===== config.mk =====
export PLATFORM = sky130hd
export DESIGN_NAME = button_debounce_latch_rotary_unit
export DESIGN_NICKNAME = d
export VERILOG_FILES = /design/src/design/bdl_pkg.sv /design/src/design/bdl_pins.sv /design/src/design/button_debounce_latch_rotary_unit.sv
export SDC_FILE = /design/constraint.sdc
export NUM_CORES = 1
export LEC_CHECK = 0
export BUFFER_PORTS_ARGS = -buffer_cell sky130_fd_sc_hd__buf_2
export CORE_UTILIZATION = 50
export DETAILED_ROUTE_END_ITERATION = 16
export GPL_ROUTABILITY_DRIVEN = 0
export PLACE_DENSITY_LB_ADDON = 0.12
export SYNTH_ARGS = -nofsm -noshare
export SYNTH_HDL_FRONTEND = slang
export SYNTH_SLANG_ARGS = --single-unit

===== constraint.sdc =====
create_clock -name aclk -period 4.8 [get_ports aclk]
set_clock_uncertainty 0.05 [all_clocks]
set_input_delay 0.24 -clock aclk [delete_from_list [all_inputs] [get_ports aclk]]
set_output_delay 0.24 -clock aclk [all_outputs]
set_load 0.005 [all_outputs]

===== src/design/bdl_pkg.sv =====
`default_nettype none
// ----------------------------------------------------------------------------
// bdl_pkg
// Shared types and constants for the button debounce and rotary count block.
// ----------------------------------------------------------------------------
package bdl_pkg;

    localparam int TIMER_W   = 4;
    localparam int CFG_IDX_W = 2;
    localparam int CFG_DAT_W = 4;
    localparam int STAMP_W   = 32;

    localparam int ENC0_A = 7;
    localparam int ENC0_B = 8;
    localparam int ENC1_A = 10;
    localparam int ENC1_B = 11;

    typedef enum logic [2:0] {
        CMD_TICK      = 3'd0,
        CMD_TAKE_DOWN = 3'd1,
        CMD_TAKE_UP   = 3'd2,
        CMD_CLEAR     = 3'd3,
        CMD_TAKE_ROT  = 3'd4,
        CMD_RESTAMP   = 3'd5
    } bdl_cmd_t;

    typedef enum logic [CFG_IDX_W-1:0] {
        REG_DEBOUNCE_TICKS = 2'd0,
        REG_ROTARY_ENABLE  = 2'd1
    } bdl_reg_idx_t;

    typedef struct packed {
        logic               tick;
        logic [TIMER_W-1:0] start;
    } bdl_tick_ctrl_t;

endpackage
`default_nettype wire


===== src/design/bdl_pins.sv =====
`default_nettype none
// ----------------------------------------------------------------------------
// bdl_pins
// Per-pin debounce countdowns, edge reference and reported levels.
// ----------------------------------------------------------------------------
module bdl_pins #(
    parameter int NUM_BUTTONS = 12
) (
    input  wire logic                   aclk,
    input  wire logic                   aresetn,
    input  wire bdl_pkg::bdl_tick_ctrl_t ctrl,
    input  wire logic [NUM_BUTTONS-1:0] levels,
    output logic [NUM_BUTTONS-1:0]      reported,
    output logic [NUM_BUTTONS-1:0]      reported_next,
    output logic [NUM_BUTTONS-1:0]      changed,
    output logic                        busy_next
);
    import bdl_pkg::*;

    logic [TIMER_W-1:0]     timer_reg [NUM_BUTTONS];
    logic [TIMER_W-1:0]     timer_next [NUM_BUTTONS];
    logic [NUM_BUTTONS-1:0] reported_reg;
    logic [NUM_BUTTONS-1:0] edge_ref_reg;
    logic [NUM_BUTTONS-1:0] edge_ref_next;

    always_comb begin
        for (int i = 0; i < NUM_BUTTONS; i++) begin
            timer_next[i] = timer_reg[i];
            changed[i]    = 1'b0;
            if (ctrl.tick) begin
                if (timer_reg[i] != '0) begin
                    timer_next[i] = timer_reg[i] - 1'b1;
                    if ((timer_reg[i] == TIMER_W'(1)) && (levels[i] != reported_reg[i])) begin
                        changed[i] = 1'b1;
                    end
                end else if (levels[i] != edge_ref_reg[i]) begin
                    timer_next[i] = ctrl.start;
                end
            end
        end
    end

    always_comb begin
        busy_next = 1'b0;
        for (int i = 0; i < NUM_BUTTONS; i++) begin
            if (timer_next[i] != '0) begin
                busy_next = 1'b1;
            end
        end
    end

    assign reported_next = reported_reg ^ changed;
    assign edge_ref_next = ctrl.tick ? levels : edge_ref_reg;
    assign reported      = reported_reg;

    always_ff @(posedge aclk) begin
        if (!aresetn) begin
            reported_reg <= '1;
            edge_ref_reg <= '1;
            for (int i = 0; i < NUM_BUTTONS; i++) begin
                timer_reg[i] <= '0;
            end
        end else begin
            reported_reg <= reported_next;
            edge_ref_reg <= edge_ref_next;
            for (int i = 0; i < NUM_BUTTONS; i++) begin
                timer_reg[i] <= timer_next[i];
            end
        end
    end

endmodule
`default_nettype wire


===== src/design/button_debounce_latch_rotary_unit.sv =====
`default_nettype none
// ----------------------------------------------------------------------------
// button_debounce_latch_rotary_unit
// Debounced button bank with press and release latches, change time stamp
// and two saturating quadrature rotation counts.
// ----------------------------------------------------------------------------
// Channel   Direction  Handshake              Contents
// s_        in         s_valid / s_ready      command, pin levels, encoder select
// m_        out        m_valid / m_ready      masks, rotation, stamp, busy flag
// cfg_      in         cfg_valid / cfg_ready  register index and write data
//
// A request waits in the input register until the result register can take it,
// then is loaded there, which raises m_valid.
// One request per cycle is sustained while m_ready stays high; the input
// register and the result register form a two-deep pipeline.
// s_ready falls only when both registers hold a request and m_ready is low.
// Reset is synchronous on aresetn; request and result data are not reset.
// ----------------------------------------------------------------------------
module button_debounce_latch_rotary_unit #(
    parameter int NUM_BUTTONS = 12,
    parameter int COUNT_WIDTH = 16
) (
    input  wire logic                              aclk,
    input  wire logic                              aresetn,

    input  wire logic                              s_valid,
    output logic                                   s_ready,
    input  wire logic [2:0]                        s_command,
    input  wire logic [NUM_BUTTONS-1:0]            s_pin_levels,
    input  wire logic                              s_encoder_select,

    output logic                                   m_valid,
    input  wire logic                              m_ready,
    output logic [NUM_BUTTONS-1:0]                 m_pressed_mask,
    output logic [NUM_BUTTONS-1:0]                 m_change_mask,
    output logic [NUM_BUTTONS-1:0]                 m_latch_mask,
    output logic signed [COUNT_WIDTH-1:0]          m_rotation_value,
    output logic [bdl_pkg::STAMP_W-1:0]            m_last_change_ms,
    output logic                                   m_debouncing,

    input  wire logic                              cfg_valid,
    output logic                                   cfg_ready,
    input  wire logic [bdl_pkg::CFG_IDX_W-1:0]     cfg_index,
    input  wire logic [bdl_pkg::CFG_DAT_W-1:0]     cfg_data
);
    import bdl_pkg::*;

    logic [TIMER_W-1:0]     debounce_ticks_reg;
    logic                   rotary_enable_reg;

    logic                   in_vld_reg;
    bdl_cmd_t               in_cmd_reg;
    logic [NUM_BUTTONS-1:0] in_levels_reg;
    logic                   in_sel_reg;

    logic [NUM_BUTTONS-1:0] press_reg, press_next;
    logic [NUM_BUTTONS-1:0] release_reg, release_next;
    logic signed [COUNT_WIDTH-1:0] count_reg [2];
    logic signed [COUNT_WIDTH-1:0] count_next [2];
    logic signed [COUNT_WIDTH:0]   sum_w [2];
    logic signed [COUNT_WIDTH-1:0] sat_w [2];
    logic [STAMP_W-1:0]     tick_reg, tick_next;
    logic [STAMP_W-1:0]     stamp_reg, stamp_next;

    logic                   m_valid_reg, m_valid_next;
    logic [NUM_BUTTONS-1:0] change_out, latch_out;
    logic signed [COUNT_WIDTH-1:0] rot_out;

    logic                   adv;
    logic                   go;
    bdl_tick_ctrl_t         tick_ctrl;
    logic [NUM_BUTTONS-1:0] reported, reported_next, changed, press_new;
    logic                   busy_next;
    logic [1:0]             enc_press, enc_b_prior;

    assign adv       = !m_valid_reg || m_ready;
    assign s_ready   = !in_vld_reg || adv;
    assign go        = in_vld_reg && adv;
    assign cfg_ready = 1'b1;

    assign tick_ctrl.tick  = go && (in_cmd_reg == CMD_TICK);
    assign tick_ctrl.start = (debounce_ticks_reg == '0) ? TIMER_W'(1) : debounce_ticks_reg;

    bdl_pins #(
        .NUM_BUTTONS(NUM_BUTTONS)
    ) u_pins (
        .aclk          (aclk),
        .aresetn       (aresetn),
        .ctrl          (tick_ctrl),
        .levels        (in_levels_reg),
        .reported      (reported),
        .reported_next (reported_next),
        .changed       (changed),
        .busy_next     (busy_next)
    );

    assign press_new = changed & ~in_levels_reg;

    generate
        if (NUM_BUTTONS > ENC0_B) begin : g_enc0
            assign enc_press[0]   = press_new[ENC0_A];
            assign enc_b_prior[0] = reported[ENC0_B];
        end else begin : g_no_enc0
            assign enc_press[0]   = 1'b0;
            assign enc_b_prior[0] = 1'b0;
        end
        if (NUM_BUTTONS > ENC1_B) begin : g_enc1
            assign enc_press[1]   = press_new[ENC1_A];
            assign enc_b_prior[1] = reported[ENC1_B];
        end else begin : g_no_enc1
            assign enc_press[1]   = 1'b0;
            assign enc_b_prior[1] = 1'b0;
        end
    endgenerate

    always_comb begin
        for (int e = 0; e < 2; e++) begin
            sum_w[e] = {count_reg[e][COUNT_WIDTH-1], count_reg[e]}
                     + (enc_b_prior[e] ? {(COUNT_WIDTH+1){1'b1}} : (COUNT_WIDTH+1)'(1));
            if (sum_w[e][COUNT_WIDTH] != sum_w[e][COUNT_WIDTH-1]) begin
                sat_w[e] = sum_w[e][COUNT_WIDTH] ? {1'b1, {(COUNT_WIDTH-1){1'b0}}}
                                                 : {1'b0, {(COUNT_WIDTH-1){1'b1}}};
            end else begin
                sat_w[e] = sum_w[e][COUNT_WIDTH-1:0];
            end
        end
    end

    always_comb begin
        press_next    = press_reg;
        release_next  = release_reg;
        count_next[0] = count_reg[0];
        count_next[1] = count_reg[1];
        tick_next     = tick_reg;
        stamp_next    = stamp_reg;
        change_out    = '0;
        latch_out     = '0;
        rot_out       = '0;
        if (go) begin
            case (in_cmd_reg)
                CMD_TICK: begin
                    tick_next    = tick_reg + 1'b1;
                    change_out   = changed;
                    press_next   = press_reg | press_new;
                    release_next = release_reg | (changed & in_levels_reg);
                    for (int e = 0; e < 2; e++) begin
                        if (rotary_enable_reg && enc_press[e]) begin
                            count_next[e] = sat_w[e];
                        end
                    end
                    if (changed != '0) begin
                        stamp_next = tick_reg + 1'b1;
                    end
                end
                CMD_TAKE_DOWN: begin
                    latch_out  = press_reg;
                    press_next = '0;
                end
                CMD_TAKE_UP: begin
                    latch_out    = release_reg;
                    release_next = '0;
                end
                CMD_CLEAR: begin
                    press_next   = '0;
                    release_next = '0;
                end
                CMD_TAKE_ROT: begin
                    rot_out                = count_reg[in_sel_reg];
                    count_next[in_sel_reg] = '0;
                end
                CMD_RESTAMP: begin
                    stamp_next = tick_reg;
                end
                default: begin
                end
            endcase
        end
    end

    always_comb begin
        if (go) begin
            m_valid_next = 1'b1;
        end else if (m_ready) begin
            m_valid_next = 1'b0;
        end else begin
            m_valid_next = m_valid_reg;
        end
    end

    always_ff @(posedge aclk) begin
        if (!aresetn) begin
            debounce_ticks_reg <= TIMER_W'(3);
            rotary_enable_reg  <= 1'b1;
            in_vld_reg         <= 1'b0;
            m_valid_reg        <= 1'b0;
            press_reg          <= '0;
            release_reg        <= '0;
            count_reg[0]       <= '0;
            count_reg[1]       <= '0;
            tick_reg           <= '0;
            stamp_reg          <= '0;
        end else begin
            if (cfg_valid && cfg_ready) begin
                case (cfg_index)
                    REG_DEBOUNCE_TICKS: debounce_ticks_reg <= cfg_data[TIMER_W-1:0];
                    REG_ROTARY_ENABLE:  rotary_enable_reg  <= cfg_data[0];
                    default: begin
                    end
                endcase
            end
            if (s_ready) begin
                in_vld_reg <= s_valid;
            end
            m_valid_reg  <= m_valid_next;
            press_reg    <= press_next;
            release_reg  <= release_next;
            count_reg[0] <= count_next[0];
            count_reg[1] <= count_next[1];
            tick_reg     <= tick_next;
            stamp_reg    <= stamp_next;
        end
    end

    always_ff @(posedge aclk) begin
        if (s_valid && s_ready) begin
            in_cmd_reg    <= bdl_cmd_t'(s_command);
            in_levels_reg <= s_pin_levels;
            in_sel_reg    <= s_encoder_select;
        end
        if (go) begin
            m_pressed_mask   <= ~reported_next;
            m_change_mask    <= change_out;
            m_latch_mask     <= latch_out;
            m_rotation_value <= rot_out;
            m_last_change_ms <= stamp_next;
            m_debouncing     <= busy_next;
        end
    end

    assign m_valid = m_valid_reg;

    a_stamp_follows_change: assert property (@(posedge aclk) disable iff (!aresetn)
        (tick_ctrl.tick && (changed != '0)) |=> (m_last_change_ms == tick_reg))
        else $error("change stamp does not match the tick count");

    a_change_latch_exclusive: assert property (@(posedge aclk) disable iff (!aresetn)
        m_valid |-> ((m_change_mask == '0) || (m_latch_mask == '0)))
        else $error("change mask and latch mask both set in one result");

    a_stall_only_when_full: assert property (@(posedge aclk) disable iff (!aresetn)
        !s_ready |-> (in_vld_reg && m_valid_reg && !m_ready))
        else $error("input stalled while the pipeline can advance");

    a_rotation_only_alone: assert property (@(posedge aclk) disable iff (!aresetn)
        (m_valid && (m_rotation_value != '0)) |-> (m_change_mask == '0))
        else $error("rotation value reported together with a level change");

endmodule
`default_nettype wire


# Word-level counts from Yosys, hierarchy flattened

Memories as Yosys holds them, arrays and structs flattened. A register that Yosys moved wholly into a read port is not among the register bits.
Index checks and enable logic that the tools add are counted.

Bits in registers: 204
Memory bits (writable): 80
Bits of input ports: 27
Output and inout port bits: 88
Word-level logic and storage cells: 277
Memories: 2

Add/sub/neg operators: 15
Magnitude comparators: 2
Equal/unequal tests: 44
Mux-type cells: 110
Bitwise logic cells: 24
Reduce and logical (&&, ||, !) cells: 62

Memory list:

| memory           | words | width | rd ports | clocked after Yosys merged registers in | wr ports | line                                    | RTL |
|---|---|---|---|---|---|---|---|
| u_pins.timer_reg | 12    | 4     | 12       | 0                                       | 12       | bdl_pins.sv:20                          | `logic [TIMER_W-1:0] timer_reg [NUM_BUTTONS];` |
| count_reg        | 2     | 16    | 3        | 1                                       | 2        | button_debounce_latch_rotary_unit.sv:58 | `logic signed [COUNT_WIDTH-1:0] count_reg [2];` |

Operator list:

| cell                                                                   | number |
|---|---|
| 4-bit 2-to-1 mux                                                       | 49 |
| 16-bit 2-to-1 mux                                                      | 9 |
| 32-bit case mux with 2 select lines                                    | 2 |
| 32-bit 2-to-1 mux                                                      | 3 |
| 4-bit nonzero test                                                     | 24 |
| 12-bit case mux with 2 select lines                                    | 3 |
| 4-bit by 1-bit equality test with 1-bit output (second input constant) | 12 |
| 4-bit by 1-bit subtractor with 4-bit output (second input constant)    | 12 |
| 1-bit 2-to-1 mux                                                       | 41 |
| 17-bit adder                                                           | 2 |
| 17-bit 2-to-1 mux                                                      | 2 |
| 32-bit by 1-bit adder with 32-bit output (second input constant)       | 1 |
| 32-bit AND                                                             | 1 |
| 32-bit NOT                                                             | 1 |
| 1-bit != test                                                          | 26 |
| 12-bit AND                                                             | 2 |
| 12-bit NOT                                                             | 2 |
| 12-bit bitwise OR                                                      | 2 |
| 1-bit logical AND                                                      | 18 |
| 16-bit demux with 1-bit select                                         | 1 |
| 1-bit bitwise OR                                                       | 14 |
| 12-bit nonzero test                                                    | 1 |
| 12-bit bitwise XOR                                                     | 1 |
| 11-bit OR reduction                                                    | 1 |
| other kinds (15)                                                       | 27 |

# Longest topological paths before layout

Gate-level depths: netlist of run 1.
An unclocked memory read counts as a cell.

Depth in word-level cells: 12
Mapped depth: 15

# By module

From an unflattened synthesis of run 1, not the netlist that was laid out.

Cells, all modules: 1619
Area total of the unflattened synthesis: 15170.8 um^2

Modules (own cells, without submodules):

| module                            | instances | cells each | area each (um^2) | seq. area each (um^2) |
|---|---|---|---|---|
| button_debounce_latch_rotary_unit | 1         | 1046       | 10642.7          | 5575.3 |
| bdl_pins                          | 1         | 573        | 4528.1           | 1441.4 |

# Least setup slack after synthesis of run 1

Ideal clock, no wire load.

Path type: reg2reg
From: register in_vld_reg
To: register m_last_change_ms[10] (netlist name), data pin
Data arrival time: 3.586 ns
Path slack: 0.900 ns
Cell stages (with the launch flop): 8
Period minus slack after synthesis: 3.900 ns
Cell sequence: dfxtp_1 clkbuf_1 nand2_1 inv_1 nand3_1 and2_4 buf_6 a221o_1

Cells in the longest elaborated chain, start to end: 7
Elaborated cells on any way between the ends: 18

RTL lines:

| what                                | line                                     | RTL |
|---|---|---|
| from (decl)                         | button_debounce_latch_rotary_unit.sv:51  | `logic in_vld_reg;` |
| from (signal assigned)              | button_debounce_latch_rotary_unit.sv:212 | `in_vld_reg <= s_valid;` |
| 1-bit logical AND (*)               | button_debounce_latch_rotary_unit.sv:78  | `assign go = in_vld_reg && adv;` |
| via go                              | button_debounce_latch_rotary_unit.sv:70  | `logic go;` |
| 1-bit logical AND                   | button_debounce_latch_rotary_unit.sv:81  | `assign tick_ctrl.tick = go && (in_cmd_reg == CMD_TICK);` |
| 1-bit 2-to-1 mux                    | bdl_pins.sv:30                           | `if (ctrl.tick) begin` |
| 12-bit nonzero test                 | button_debounce_latch_rotary_unit.sv:151 | `if (changed != '0) begin` |
| 32-bit 2-to-1 mux                   | button_debounce_latch_rotary_unit.sv:151 |  |
| 32-bit case mux with 2 select lines | button_debounce_latch_rotary_unit.sv:140 | `case (in_cmd_reg)` |
| 32-bit 2-to-1 mux (*)               | button_debounce_latch_rotary_unit.sv:139 | `if (go) begin` |
| via stamp_next[10]                  | button_debounce_latch_rotary_unit.sv:63  | `logic [STAMP_W-1:0] stamp_reg, stamp_next;` |
| to (signal assigned)                | button_debounce_latch_rotary_unit.sv:235 | `m_last_change_ms <= stamp_next;` |
| to (decl)                           | button_debounce_latch_rotary_unit.sv:38  | `output logic [bdl_pkg::STAMP_W-1:0] m_last_change_ms,` |

Mark *: on every way through the listed nets, which the timed path passes. The rest lies on a longest branch.
A chain may end at the register's enable or synchronous reset.

==> out/summary.md, run 1 <==
The flow ran to the end, and the final reports show no timing, DRC or antenna violations. The placement row count was 63. The clock tree synthesis step divided the H-tree into 2 levels.

After routing, the total negative slack on setup checks comes to 0 ps. The total count of hold-check failures in the final report was 0; the fraction of final layout cells sized beyond drive strength 1 was 11.8%. The share of synthesized area in the top cell type comes to 26.6%. For this run, global-route usage on met3 was measured as 4.37%. The number of DRC markers in iteration 0 was 1177. Of all cell types, the one taking the most synthesized area is sky130_fd_sc_hd__dfxtp_1. Counting every instance in the synthesized netlist gives 1639. Clock tree synthesis found a total of 300 sinks. The met1 track utilization from global routing came out at 36.6%. The run gives 41.2% as the met2 layer usage reported by global route.

The category of the worst setup path capture point was a flip-flop. The timing-limited maximum frequency is 236 MHz, and the peak supply drop is 0.000230 V. No sink is reached through more buffers than the 3 on the longest clock path. The required arrival time at the worst endpoint was 5110 ps; the count of boundary I/O pins was 115. Of all flip-flops after synthesis, the portion carrying an async set or reset was 0%. Sorting the synthesized cells by area gives the leading types as sky130_fd_sc_hd__dfxtp_1 (27%), sky130_fd_sc_hd__edfxtp_1 (20%), sky130_fd_sc_hd__ha_1 (4.8%), sky130_fd_sc_hd__nor2_1 (4.7%), sky130_fd_sc_hd__a21oi_1 (3.9%).

Number of antenna violations at the first check in global routing: 0. The logs give 0 for the max-slew violation count and 74 for the pin count of the biggest net entering global routing. Counting the fill cells in the layout gives 2591. The clock reaches the later pin of the worst-skew pair after 520 ps. Summing every instance area after synthesis gives 0.0150 mm^2. The placed wire-length estimate after detailed placement was 27200 um. The global routing stage identified its most utilized layer as met2.

The logs give 6.69 mW for the total power and 0.0307 mm^2 for the die area. For this run, the detailed router's first-pass iteration total came to 5. The die is 175 um wide.

Counting distinct cell types in the post-synthesis netlist gives 66. The run gives 19.5% as the worst relative slew slack. Power spread over the standard cell area amounts to 388 mW/mm^2. At the pin with the least slew margin, the transition time is 1200 ps.

In this run the static leakage power is 6.71 nW. Setup repair after global routing left no endpoint under its margin. The repair_antennas step left the layout with diodes totalling 0. The synthesized design contains 101 enable-type register cells. For the sequential area share after synthesis, the log shows 46.8%. Using the TritonRoute via totals, the vias-per-cell ratio works out to 5.85. The tools report the number of clock buffers inserted by TritonCTS as 34. The setup path with the least slack is of type reg -> reg.

After clock tree synthesis, the setup repair step added 0 buffers. The worst path in the final design needs a cycle of 4240 ps, including I/O delays and setup. Across the run, the number of max-cap violations was 0.

The tools report the area of the placeable core as 0.0296 mm^2. The peak fanout along the critical path works out to 16. For this run, the leading register cell type out of synthesis is sky130_fd_sc_hd__dfxtp_1. Setup violations remaining at the end of the flow were counted as 0. The clock edge transition at the registers on the reported setup and hold paths was 60 ps. Summed over all layers, the routed wires come to 40500 um. For the post-detailed-route count of antenna-violating nets, the log shows 0. The clock tree root driver cell is sky130_fd_sc_hd__clkbuf_16. The path category of the worst min-delay check is in -> reg. Yosys instantiated no cell more often than sky130_fd_sc_hd__dfxtp_1.

Dividing the detail-routed wire length by the instance count gives 18.7 um. Ranked by instance count, the synthesized netlist is headed by sky130_fd_sc_hd__dfxtp_1 (199), sky130_fd_sc_hd__nor2_1 (187), sky130_fd_sc_hd__nand2_1 (132). The tools report the net count after synthesis as 1725. Of the available clock period, the critical path in the final layout requires 88.4%. The worst setup path is launched from a flip-flop. The area growth from synthesis to layout came out at 15.1%. The number of flip-flops under the largest register name is 48. The tools report the overflow left after global routing as 0. TritonCTS built the clock tree. The height of the chip is 175 um, and the mean area per synthesized cell is 9.15 um^2.

The via count of the first global-routing pass was 11790. The run gives 26.2% as the overall track demand over capacity in global routing. The tools report the count of yosys warnings during synthesis as 0. The total via count after detailed routing came out at 12672. Counting flops and latches in the post-synthesis netlist gives 300.

The logs give 4560 ps for the data arrival time at the worst-slack endpoint and 63900 um for the wire length of the first global-routing pass. For this run, the post-layout net count is 1838. Remaining routing DRC violations: 0. The number of I/O port buffers was 113; the initial standard-cell utilization of the core was 50.7%.
[area by class of cell]
cell class,instances,area [um^2],share of cell area (%)
Sequential cell,300,7020,40.7
Tap cell,390,488,2.83
Inverter,56,213,1.23
Clock buffer,48,975,5.65
Timing Repair Buffer,162,988,5.73
Multi-Input combinational cell,1198,7430,43.1
Clock inverter,14,146,0.848
[worst max-delay path, stage by stage, from the launching register on]
cell,delay [ps]
sky130_fd_sc_hd__dfxtp_1,430
sky130_fd_sc_hd__buf_4,280
sky130_fd_sc_hd__ha_1,300
sky130_fd_sc_hd__o21a_1,180
sky130_fd_sc_hd__a21oi_1,300
sky130_fd_sc_hd__o211ai_1,220
sky130_fd_sc_hd__a211oi_1,330
sky130_fd_sc_hd__o21bai_1,120
sky130_fd_sc_hd__a21oi_1,250
sky130_fd_sc_hd__xor2_1,110
sky130_fd_sc_hd__ha_1,290
sky130_fd_sc_hd__buf_4,200
sky130_fd_sc_hd__nand2b_1,150
sky130_fd_sc_hd__nor2_1,60
sky130_fd_sc_hd__nor2_1,620
sky130_fd_sc_hd__a311oi_1,200
[kinds of logic (layout without fill, tap and decap cells)]
logic type                 count (synthesis)  in the layout  synth area share (%)
DFF                                      300            300                  46.8
muxes                                     31             31                  2.09
xor gates and xnor gates                  83             83                  4.85
AOI/OAI and AO/OA                        386            386                  16.3
buffers and inverters                    141            280                  3.80
adders and majority gates                 59             59                  5.02
other                                      1              1                0.0250
and+or+nand+nor                          638            638                  21.1
[power by group]
group / internal [mW] / switching, mW
registers: 2.70 / 0.0901
clock network: 1.54 / 1.07
logic: 0.492 / 0.792
total: 4.73 / 1.96
[routing by layer]
| metal | part of all wire [%] | vias up |
|---|---|---|
| li1 | - | 6172 |
| met1 | 47 | 6023 |
| met2 | 45 | 411 |
| met3 | 6.1 | 66 |
| met4 | 2.7 | 0 |
| met5 | 0 | - |
[path summary, 6_finish.rpt]
| check | slack, ps | endpoint | cells after the start | start |
|---|---|---|---|---|
| worst max-delay path | 560 | count_reg[1][2] | 15 | u_pins.reported[11] |
| worst min-delay path | 50 | rotary_enable_reg | 4 | cfg_valid |
| worst max register to register | 560 | count_reg[1][2] | 15 | u_pins.reported[11] |
| worst min register to register | 420 | release_reg[5] | 2 | release_reg[5] |
[stage by stage]
stage	std cells	util (%)	setup slack (ps)	area, um^2	hold slack [ps]
after floorplan	1639	-	900	15000	289
after global placement	2084	53.8	738	15900	368
after detailed placement	2084	53.8	681	15900	368
after CTS	2168	58.4	635	17300	39.2
after global routing	2168	58.4	132	17300	87.8
final	2168	58.4	557	17300	48.1
[what timing repair did]
item	CTS	global route
hold endpoints to repair	23	0
hold buffers	22	0
resized for setup	0	0
[placed cells by master (no fill, tap or decap), types with 10 or more instances in the layout]
cell type / Yosys / final
sky130_fd_sc_hd__dlygate4sd3_1: 0 / 22
sky130_fd_sc_hd__or4_1: 10 / 10
sky130_fd_sc_hd__mux2i_1: 28 / 28
sky130_fd_sc_hd__buf_4: 2 / 27
sky130_fd_sc_hd__edfxtp_1: 101 / 101
sky130_fd_sc_hd__and3_1: 19 / 18
sky130_fd_sc_hd__o211ai_1: 12 / 12
sky130_fd_sc_hd__xnor2_1: 47 / 47
sky130_fd_sc_hd__nor2_1: 187 / 187
sky130_fd_sc_hd__inv_1: 56 / 54
sky130_fd_sc_hd__nand3_1: 44 / 43
sky130_fd_sc_hd__xor2_1: 36 / 36
sky130_fd_sc_hd__a21oi_1: 118 / 118
sky130_fd_sc_hd__nor3b_1: 26 / 26
sky130_fd_sc_hd__nor4_1: 17 / 17
sky130_fd_sc_hd__and2_1: 60 / 60
sky130_fd_sc_hd__nand2_1: 132 / 132
sky130_fd_sc_hd__a221o_1: 30 / 30
sky130_fd_sc_hd__a31oi_1: 34 / 34
sky130_fd_sc_hd__nor3_1: 64 / 63
sky130_fd_sc_hd__a21o_1: 10 / 10
sky130_fd_sc_hd__dfxtp_1: 199 / 199
sky130_fd_sc_hd__clkbuf_16: 0 / 35
sky130_fd_sc_hd__buf_2: 3 / 113
sky130_fd_sc_hd__ha_1: 57 / 57
sky130_fd_sc_hd__nand4_1: 17 / 17
sky130_fd_sc_hd__o21ai_0: 90 / 90
sky130_fd_sc_hd__nand2b_1: 11 / 11
sky130_fd_sc_hd__a22oi_1: 21 / 21
sky130_fd_sc_hd__or3_1: 14 / 14
(Power assumes the default switching activity.)
==> inputs of run 2 (changes only) <==
--- a/config.mk
+++ b/config.mk
@@ -7,6 +7,7 @@
 export LEC_CHECK = 0
 export BUFFER_PORTS_ARGS = -buffer_cell sky130_fd_sc_hd__buf_2
 export CORE_UTILIZATION = 50
+export CTS_BUF_LIST = sky130_fd_sc_hd__clkbuf_8
 export DETAILED_ROUTE_END_ITERATION = 16
 export GPL_ROUTABILITY_DRIVEN = 0
 export PLACE_DENSITY_LB_ADDON = 0.12
==> run 2 against run 1 <==
Utilization shrank 0.31 points. Non-clock buffer count grew 3. Power shrank 5.4%. Cell count grew 1.6%. Count of clock-buffer cells in the layout grew 12. Global-route usage is essentially flat. Combinational power is essentially flat. Largest power group unchanged.
==> out/summary.md, run 2 (synthesis gave the netlist of run 1 again) <==
The sum of routed wire length over all layers was 40600 um (+0.17%). STA classifies the critical path endpoint as a flip-flop. Setup repair after global routing left no endpoint under its margin. Remaining routing DRC violations: 0 (unchanged). Count of filler cells inserted in the layout: 2620 (+1.1%). The tools report the total count of hold-check failures in the final report as 0 (unchanged). The required arrival time at the worst endpoint was 5190 ps (+80 ps). The fraction of final layout cells sized beyond drive strength 1 was 12.5% (+0.66 points). Leaving out fill and tap cells, the most frequent cells in the layout are sky130_fd_sc_hd__dfxtp_1 (199), sky130_fd_sc_hd__nor2_1 (187), sky130_fd_sc_hd__nand2_1 (132). The clock edge transition at the registers on the reported setup and hold paths is 60 ps (about the same), and the reported max-cap violation count is 0 (unchanged).

For the count of boundary I/O pins, the log shows 115 (unchanged). The overflow left after global routing was 0 (unchanged). For the number of H-tree levels, the log shows 2 (unchanged).

The number of DRC markers in iteration 0 is 1155 (-1.9%). The tools report the sum of negative setup slack as 0 ps (unchanged). The pin count of the biggest net entering global routing is 74 (unchanged). The clock tree root driver cell was sky130_fd_sc_hd__clkbuf_8. For the register-to-register setup slack, the log shows 610 ps (+50 ps).

Number of cells upsized or downsized after cts: 0 (unchanged). The data arrival time at the worst-slack endpoint was 4580 ps (+20 ps). The initial standard-cell utilization of the core came out at 50.7% (unchanged).

The critical path is of the reg -> reg type. The area of the placeable core was 0.0296 mm^2 (unchanged); the number of clock buffers inserted by TritonCTS was 50 (+47%). The tools report the count of inserted antenna diode cells as 0 (unchanged). Path category of the worst min-delay check: in -> reg.

The maximum single-stage delay on the critical path came out at 600 ps (-20 ps). The tools report the worst setup slack after layout as 609 ps (+51.5 ps). For the worst setup slack after placement, the log shows 681 ps (unchanged).

The worst relative slew slack is 18.5% (-0.99 points), and the leakage dissipation is 6.73 nW (+0.31%). The peak fanout along the critical path came out at 16 (unchanged). The via count of the first global-routing pass came out at 11874 (+0.71%).

The routed wire length per instance was 18.4 um (-1.4%). Pin slew with the least headroom to its limit: 1220 ps (+14.8 ps). On the critical path the largest part of the delay comes from compound AO/OA/AOI/OAI gates. The width of the die is 175 um (unchanged). The logs give 1857 (+1.0%) for the net total in the final layout and 3 (unchanged) for the buffer levels on the longest clock path. The final-report setup violation count was 0 (unchanged); the number of I/O port buffers was 113 (unchanged). The height of the chip was 175 um (unchanged). The clock latency of the later-clocked register in the worst-skew pair came out at 590 ps (+70 ps). The area growth from synthesis to layout works out to 14.4%. Number of flip-flops under the largest register name: 48 (unchanged). The placement row count is 63 (unchanged), and the number of sinks on the clock net is 300 (unchanged). The overall track demand over capacity in global routing is 26.2% (-0.036 points), and the total via count after detailed routing is 12809 (+1.1%). Leaving out fill and tap cells, the most frequent cell in the layout is sky130_fd_sc_hd__dfxtp_1. The power density of the placed cells was 368 mW/mm^2 (-4.9%). The run gives 0 (unchanged) as the max-slew violation count.

TritonCTS built the clock tree. Peak supply drop: 0.000262 V (+14%). STA classifies the critical path startpoint as a flip-flop. The placed wire-length estimate after detailed placement is 27200 um (unchanged), and the routed via count divided by cell count is 5.82 (-0.48%).

The post-detailed-route count of antenna-violating nets was 0 (unchanged); the timing-limited maximum frequency was 239 MHz (+1.2%). The die area was 0.0307 mm^2 (unchanged). Shortest period the worst path allows: 4190 ps (-51.5 ps). The largest individual stage delay along the critical path comes from the cell sky130_fd_sc_hd__nor2_1.

The wire length of the first global-routing pass is 63900 um (about the same). The run finished with clean final reports. The number of antenna violations at the first check in global routing came out at 0 (unchanged). The share of the clock period used by the worst path is 87.3% (-1.1 points), and the first-pass iteration count of the detailed router is 7 (+2). The critical path goes through buf_4, ha_1, o21a_1, a21oi_1, o211ai_1, a211oi_1, o21bai_1, a21oi_1, xor2_1, ha_1, buf_4, nand2b_1, nor2_1, nor2_1, a311oi_1. For the final design utilization, the log shows 58.1% (-0.31 points). The number of buffer and inverter stages on the critical path was 2 (unchanged).
## run 2: cell types whose count changed in the layout (fill, tap and decap cells not counted)
cell / previous run / this run
sky130_fd_sc_hd__bufinv_16: 2 / 1
sky130_fd_sc_hd__clkbuf_1: 8 / 0
sky130_fd_sc_hd__clkbuf_16: 35 / 0
sky130_fd_sc_hd__clkbuf_8: 5 / 60
sky130_fd_sc_hd__clkinv_1: 1 / 10
sky130_fd_sc_hd__clkinv_2: 5 / 3
sky130_fd_sc_hd__clkinv_4: 1 / 0
sky130_fd_sc_hd__clkinv_8: 1 / 0
sky130_fd_sc_hd__clkinvlp_4: 2 / 4
sky130_fd_sc_hd__dlygate4sd3_1: 22 / 25
sky130_fd_sc_hd__inv_1: 54 / 68
sky130_fd_sc_hd__inv_6: 2 / 1
## run 2: metal layers
metal	up-vias	track usage, %	share of wire (%)
met5	-	0	0
met4	0	8.70	2.8
met3	87	4.70	6.4
met2	451	41.0	45
met1	6058	36.5	46
li1	6213	-	-
## run 2: worst paths after layout
check	from	end	depth (start not counted)
hold reg to reg	release_reg[6]	release_reg[6]	2
setup reg to reg	u_pins.reported[11]	count_reg[1][2]	15
setup / recovery	u_pins.reported[11]	count_reg[1][2]	15
hold / removal	cfg_index[1]	debounce_ticks_reg[1]	4
## run 2: worst min-delay path: stages
cell	delay [ps]
sky130_fd_sc_hd__buf_2	90
sky130_fd_sc_hd__nor3b_1	120
sky130_fd_sc_hd__mux2i_1	150
sky130_fd_sc_hd__nand2_1	60
## run 2: power breakdown
group | switching (mW) | total (mW) | leakage [nW] | internal (mW)
registers | 0.0914 | 2.79 | 2.56 | 2.70
logic | 0.793 | 1.29 | 3.62 | 0.494
clock network | 1.05 | 2.24 | 0.553 | 1.19
## run 2: cell type report
type / count / area (um^2) / area share (%)
clock buffer: 60 / 826 / 4.81
clock inverter: 33 / 174 / 1.01
inverter: 56 / 213 / 1.24
multi-input combinational: 1198 / 7430 / 43.3
sequential: 300 / 7020 / 40.9
tap: 390 / 488 / 2.84
timing repair buffer: 165 / 1020 / 5.93
## run 2: timing repair
action	in CTS	in global routing
setup buffers	0	0
hold endpoints to repair	25	0
hold buffers	25	0
## run 2: metrics by stage
stage	hold slack (ps)	area, um^2	power [mW]	instances
after global placement	368	15900	4.06	2084
after global routing	58.9	17200	6.61	2202
after detailed placement	368	15900	4.09	2084
after floorplan	289	15000	3.73	1639
final	61.0	17200	6.32	2202
after CTS	29.3	17200	6.35	2202
